$ cat config.mk
export PLATFORM = sky130hd
export DESIGN_NAME = plss_ctrl
export DESIGN_NICKNAME = d
export VERILOG_FILES = /design/src/design/plss_pkg.sv /design/src/design/plss_ctrl.sv
export SDC_FILE = /design/constraint.sdc
export NUM_CORES = 1
export LEC_CHECK = 0
export ABC_CLOCK_PERIOD_IN_PS = 3300
export BUFFER_PORTS_ARGS = -buffer_cell sky130_fd_sc_hd__buf_4
export CAP_MARGIN = 30
export CORE_AREA = 2 2 39 41
export CTS_CLUSTER_DIAMETER = 80
export DETAILED_ROUTE_END_ITERATION = 8
export DIE_AREA = 0 0 41 43
export PLACE_DENSITY = 0.43
export SYNTH_ARGS = -nofsm -noshare
export SYNTH_HDL_FRONTEND = slang
export SYNTH_SLANG_ARGS = --single-unit
$ cat constraint.sdc
create_clock -name i_clk -period 3.3 [get_ports i_clk]
set_clock_uncertainty 0.15 [all_clocks]
set_input_delay 0.495 -clock i_clk [delete_from_list [all_inputs] [get_ports i_clk]]
set_output_delay 0.495 -clock i_clk [all_outputs]
set_load 0.02 [all_outputs]
$ cat src/design/plss_pkg.sv
// Package for the parallel LED strip serializer.
// Holds command codes, register indexes, reset values and the shared structs.
// No dependencies.
package plss_pkg;

    localparam int OUT_LANES      = 16;
    localparam int COLOR_W        = 24;
    localparam int BITS_PER_PIXEL = 24;
    localparam int SLOT_W         = 13;
    localparam int PIXC_W         = 9;
    localparam int NPIX_W         = 11;
    localparam int FSLOT_W        = 16;
    localparam int BIT_W          = 5;
    localparam int CFG_IDX_W      = 3;
    localparam int CFG_DATA_W     = 16;

    typedef enum logic [1:0] {
        CMD_TICK  = 2'd0,
        CMD_WRITE = 2'd1,
        CMD_CLEAR = 2'd2,
        CMD_SEND  = 2'd3
    } t_command;

    localparam logic [CFG_IDX_W-1:0] CFG_PIXELS_IN_USE = 3'd0;
    localparam logic [CFG_IDX_W-1:0] CFG_SLOT_TICKS    = 3'd1;
    localparam logic [CFG_IDX_W-1:0] CFG_DATA_TICK     = 3'd2;
    localparam logic [CFG_IDX_W-1:0] CFG_LOW_TICK      = 3'd3;
    localparam logic [CFG_IDX_W-1:0] CFG_RESET_TICKS   = 3'd4;

    localparam logic [8:0]  RST_PIXELS_IN_USE = 9'd256;
    localparam logic [7:0]  RST_SLOT_TICKS    = 8'd30;
    localparam logic [7:0]  RST_DATA_TICK     = 8'd9;
    localparam logic [7:0]  RST_LOW_TICK      = 8'd21;
    localparam logic [15:0] RST_RESET_TICKS   = 16'd1500;

    typedef struct packed {
        t_command   command;
        logic [3:0] lane;
        logic [7:0] pixel;
        logic [7:0] red;
        logic [7:0] green;
        logic [7:0] blue;
    } t_item;

    typedef struct packed {
        logic [OUT_LANES-1:0] lane_levels;
        logic                 busy_res;
        logic                 rejected;
        logic                 frame_done;
    } t_result;

    typedef struct packed {
        logic load;
        logic commit;
        logic clr_run;
    } t_dp_cmd;

    typedef struct packed {
        logic item_clear;
        logic clr_last;
    } t_dp_status;

endpackage

$ cat src/design/plss_ctrl.sv
// Controller of the LED strip serializer: item sequencing, store clearing
// passes and the result valid flag. Depends on plss_pkg.
module plss_ctrl (
    input  logic                 i_clk,
    input  logic                 i_rst_n,
    input  logic                 i_in_valid,
    output logic                 o_in_ready,
    output logic                 o_out_valid,
    input  logic                 i_out_ready,
    output plss_pkg::t_dp_cmd    o_cmd,
    input  plss_pkg::t_dp_status i_status
);
    import plss_pkg::*;

    typedef enum logic [1:0] {
        S_INIT,
        S_IDLE,
        S_EXEC,
        S_CLEAR
    } t_state;

    t_state r_state;
    logic   r_out_valid;
    logic   out_free;

    assign out_free   = !r_out_valid || i_out_ready;
    assign o_in_ready = (r_state == S_IDLE);
    assign o_out_valid = r_out_valid;

    always_comb begin
        o_cmd.load    = o_in_ready && i_in_valid;
        o_cmd.clr_run = (r_state == S_INIT) || (r_state == S_CLEAR);
        o_cmd.commit  = out_free &&
                        (((r_state == S_EXEC) && !i_status.item_clear) ||
                         ((r_state == S_CLEAR) && i_status.clr_last));
    end

    always_ff @(posedge i_clk) begin
        if (!i_rst_n) begin
            r_state     <= S_INIT;
            r_out_valid <= 1'b0;
        end else begin
            if (i_out_ready) begin
                r_out_valid <= 1'b0;
            end
            if (o_cmd.commit) begin
                r_out_valid <= 1'b1;
            end
            unique case (r_state)
                S_INIT: begin
                    if (i_status.clr_last) r_state <= S_IDLE;
                end
                S_IDLE: begin
                    if (o_cmd.load) r_state <= S_EXEC;
                end
                S_EXEC: begin
                    if (out_free) r_state <= i_status.item_clear ? S_CLEAR : S_IDLE;
                end
                S_CLEAR: begin
                    if (o_cmd.commit) r_state <= S_IDLE;
                end
            endcase
        end
    end

`ifndef SYNTHESIS
    a_commit_valid: assert property (@(posedge i_clk) disable iff (!i_rst_n)
        o_cmd.commit |=> r_out_valid)
        else $error("result not flagged valid after commit");
    a_accept_blocks: assert property (@(posedge i_clk) disable iff (!i_rst_n)
        (o_in_ready && i_in_valid) |=> !o_in_ready)
        else $error("item taken while previous item in work");
    a_clear_holds: assert property (@(posedge i_clk) disable iff (!i_rst_n)
        ((r_state == S_CLEAR) && !i_status.clr_last) |=> (r_state == S_CLEAR))
        else $error("clear pass left early");
`endif
endmodule

Word-level counts from Yosys, hierarchy flattened --
Index checks and enable logic that the tools add are counted.
Word-level totals: output and inout port bits 5, register bits 3
Cells by class: equality and inequality tests 7, mux-type cells 8, reduce and logical (&&, ||, !) cells 12
Operators with widths (count):
- $mux 2 | 5
- $pmux 2 s4 | 1
- $ne 2x2->1 const B | 3
- $eq 2x2->1 const B | 2
- $logic_and 1x1->1 | 4
- $reduce_and 4->1 | 1
- $logic_or 1x1->1 | 3
- $eq 2x1->1 const B | 1
- $logic_not 1->1 | 2
- $logic_not 2->1 | 1
- $mux 1 | 2
- $ne 2x1->1 const B | 1
- $reduce_bool 2->1 | 1

Depth between registers and ports, before layout --
depth after elaboration 6, gate-level depth with buffers 6

Worst setup path after synthesis --
OpenSTA, ideal clock, no wires.
path kind register -> output, start register r_state[0], end output port o_cmd[1] (netlist bit), buffers on the path 0, required time 2.655 ns, slack 1.549 ns, cell stages (with the launch flop) 6, arrival time 1.106 ns, path through dfxtp_1 -> inv_1 -> ha_1 -> nor2b_4 -> a21oi_1 -> a21oi_1
RTL lines:
- from (decl) | line plss_ctrl.sv:22 | t_state r_state;
- from (signal assigned) | line plss_ctrl.sv:57 | if (out_free) r_state <= i_status.item_clear ? S_CLEAR : S_IDLE;
- to (decl) | line plss_ctrl.sv:10 | output plss_pkg::t_dp_cmd o_cmd,

==> results.cfg <==
[critical_path]
r2r_cells = 6
crit_type = reg -> out
critPathSlowestCell = dfxtp_1
path_delay_family = flip-flops
slowest_delay_ns = 0.36
reg2reg_slack_ns = 1.66
r2r_end = r_state[1]
r2r_start = r_state[0]
required_ns = 2.65
path_cells = inv_1, ha_1, nor2b_4, a21oi_1, a21oi_1, buf_4
arrival_ns = 1.40
path_max_fanout = 4
worst-path-buf-inv = 2
cpMostUsedCell = a21oi_1
start_kind = register
critPathCaptureType = primary output

[synthesis]
syn_nets = 41
synth_cell_type_count = 18
netlist_area_sq_um = 260
synth_seq_area_share = 0.231
syn_area_per_cell_sq_um = 8.40
yosys_warnings = 0
syn_inst = 31
synth-seq-cells = 3

[floorplan]
coreArea_sq_um = 1380
dieArea_sq_um = 1760
io_pins = 11
fp-row-count = 14
die_y_microns = 43
fp.dieW_microns = 41
start_util = 0.188

[power]
p_int_uw = 107
peakVddDrop_v = 0.0000822
cellLeakagePower_uw = 0.000179
seqPwrFrac = 0.274
comb_power_share = 0.306
switchingPower_uw = 45.1
power.density_nw_per_um2 = 399
swShare = 0.296
clock_power_share = 0.420

[clock_tree]
ctsHoldBuffers = 0
clk-insertion-delay-late_ns = 0.23
cts.sinks = 3
htreeDepth = 1
numCtsBuffers = 3
cts_setup_buffers = 0
path_clk_slew_ns = 0.04
clock_path_buffers = 2
cts_root_buf = clkbuf_4
ctsResizeCount = 0
tritoncts = yes

[grt]
overflow = 0
grt.total_usage = 0.0792
grt_pass1_vias = 230
grt_pass1_wl_microns = 897
grt_max_degree = 6
antenna_found_initial = 0

[drt]
detail_route.wl_per_cell_microns = 9.20
drtIter0Drc = 2
drt-total-wl_microns = 561
via_count = 250
via_per_inst = 4.10
route.detailed.drc = 0
ant_nets = 0
first_pass_iters = 4

[worst_hold_path]
hold_path.class = reg -> reg
hold_end = r_state[0]
min-delay-start = r_state[0]
min_path_cells = 2

[timing]
rsz0062_at_grt = no
setup_tns_ns = 0
slew_headroom = 0.799
finalCritPeriodShare = 0.621
maxSlewViolCount = 0
finalHoldViolations = 0
fmax_mhz = 488
finalSetupViolCount = 0
tightest_slew_ns = 0.298
whs_ns = 0.373
layout_min_cycle_time_ns = 2.05

[finish]
fin_nets = 56
diodes = 0
area_growth_pct = 46.6
drive_above_1_share = 0.356
fillers = 155

[job]
maxCapViolations = 0

[placement]
port_buffers = 10
place_congestion = 0.715
hpwl_microns = 466

[status]
status = finished clean
-- cells by family (layout without fill, tap and decap cells) --
family | count (synthesis) | after routing | synth area share
compound gates | 10 | 10 | 0.284
simple gates | 9 | 9 | 0.221
flops | 3 | 3 | 0.231
fa+ha+maj | 4 | 4 | 0.192
buf+inv | 5 | 19 | 0.0721
-- worst max path at each step --
stage / startpoint / endpoint / slack (ns) / depth (start not counted)
floorplan: r_state[0] / o_cmd[1] / 1.55 / 5
global route: r_state[0] / o_cmd[1] / 1.15 / 6
CTS: r_state[0] / o_cmd[1] / 1.23 / 6
finish: r_state[0] / o_cmd[1] / 1.25 / 6
global placement: r_state[0] / o_cmd[1] / 1.49 / 6
detailed placement: r_state[0] / o_cmd[1] / 1.49 / 6
-- power groups by stage --
stage	clock (uW)	combinational (uW)	sequential (uW)
after floorplan	0	28.8	42.0
after global placement	0	47.9	42.5
after detailed placement	0	47.0	42.5
after CTS	67.7	47.3	41.8
after global routing	71.4	51.7	42.2
final	64.1	46.6	41.7
-- stage by stage --
| stage | cell area (sq um) | instances | util | setup WS [ns] | power (uW) |
|---|---|---|---|---|---|
| 2_1_floorplan | 260 | 31 | - | 1.55 | 70.8 |
| 3_3_place_gp | 355 | 57 | 0.257 | 1.49 | 90.4 |
| 3_5_place_dp | 355 | 57 | 0.257 | 1.49 | 89.6 |
| 4_1_cts | 382 | 61 | 0.276 | 1.23 | 157 |
| 5_1_grt | 382 | 61 | 0.276 | 1.15 | 165 |
| 6_report | 382 | 61 | 0.276 | 1.25 | 152 |
-- worst reg2reg max path, delay by kind of cell (launching register included) --
family | cells | cell delay [ns]
DFF | 1 | 0.33
AOI/OAI and AO/OA | 3 | 0.57
adders and majority gates | 1 | 0.20
and+or+nand+nor | 1 | 0.18
buffers and inverters | 1 | 0.08
-- state kept, by name, summed over array words and instances (netlist names) --
name         count
o_out_valid      1
r_state          2
-- per-layer routing --
metal,GRT usage,part of all wire,up-vias
li1,-,-,134
met3,0.0471,0.075,0
met4,0.0600,0,0
met1,0.0799,0.41,108
met5,0,0,-
met2,0.113,0.52,8
-- cells in the mapped netlist --
cell type  number  area share
inv_1           5       0.072
or3_1           1       0.024
a21boi_0        1       0.029
nor2_1          2       0.029
nor2b_1         1       0.024
o21ai_0         2       0.038
nand2b_1        2       0.048
o311ai_0        1       0.034
dfxtp_1         3        0.23
nor2b_4         1       0.053
o41ai_1         1       0.034
ha_1            4        0.19
a21boi_1        1       0.029
and2_1          1       0.024
nand3_1         1       0.019
a21oi_1         2       0.038
o22ai_2         1       0.048
a21o_2          1       0.034
-- layout by cell type (no fill, tap or decap), types with 2 or more instances in the layout --
| master | count |
|---|---|
| nand2b_1 | 2 |
| nor2_1 | 2 |
| o21ai_0 | 2 |
| dfxtp_1 | 3 |
| inv_1 | 5 |
| a21oi_1 | 2 |
| ha_1 | 4 |
| clkbuf_4 | 3 |
| buf_4 | 10 |
-- layout make-up --
type / instances / area, sq um / area share
inverter: 5 / 18.8 / 0.0492
timing repair buffer: 10 / 75.1 / 0.197
tap: 16 / 20.0 / 0.0525
clock buffer: 4 / 26.3 / 0.0689
sequential: 3 / 60.1 / 0.157
multi-input combinational: 23 / 181 / 0.475
Power figures use the tool's default switching activity.
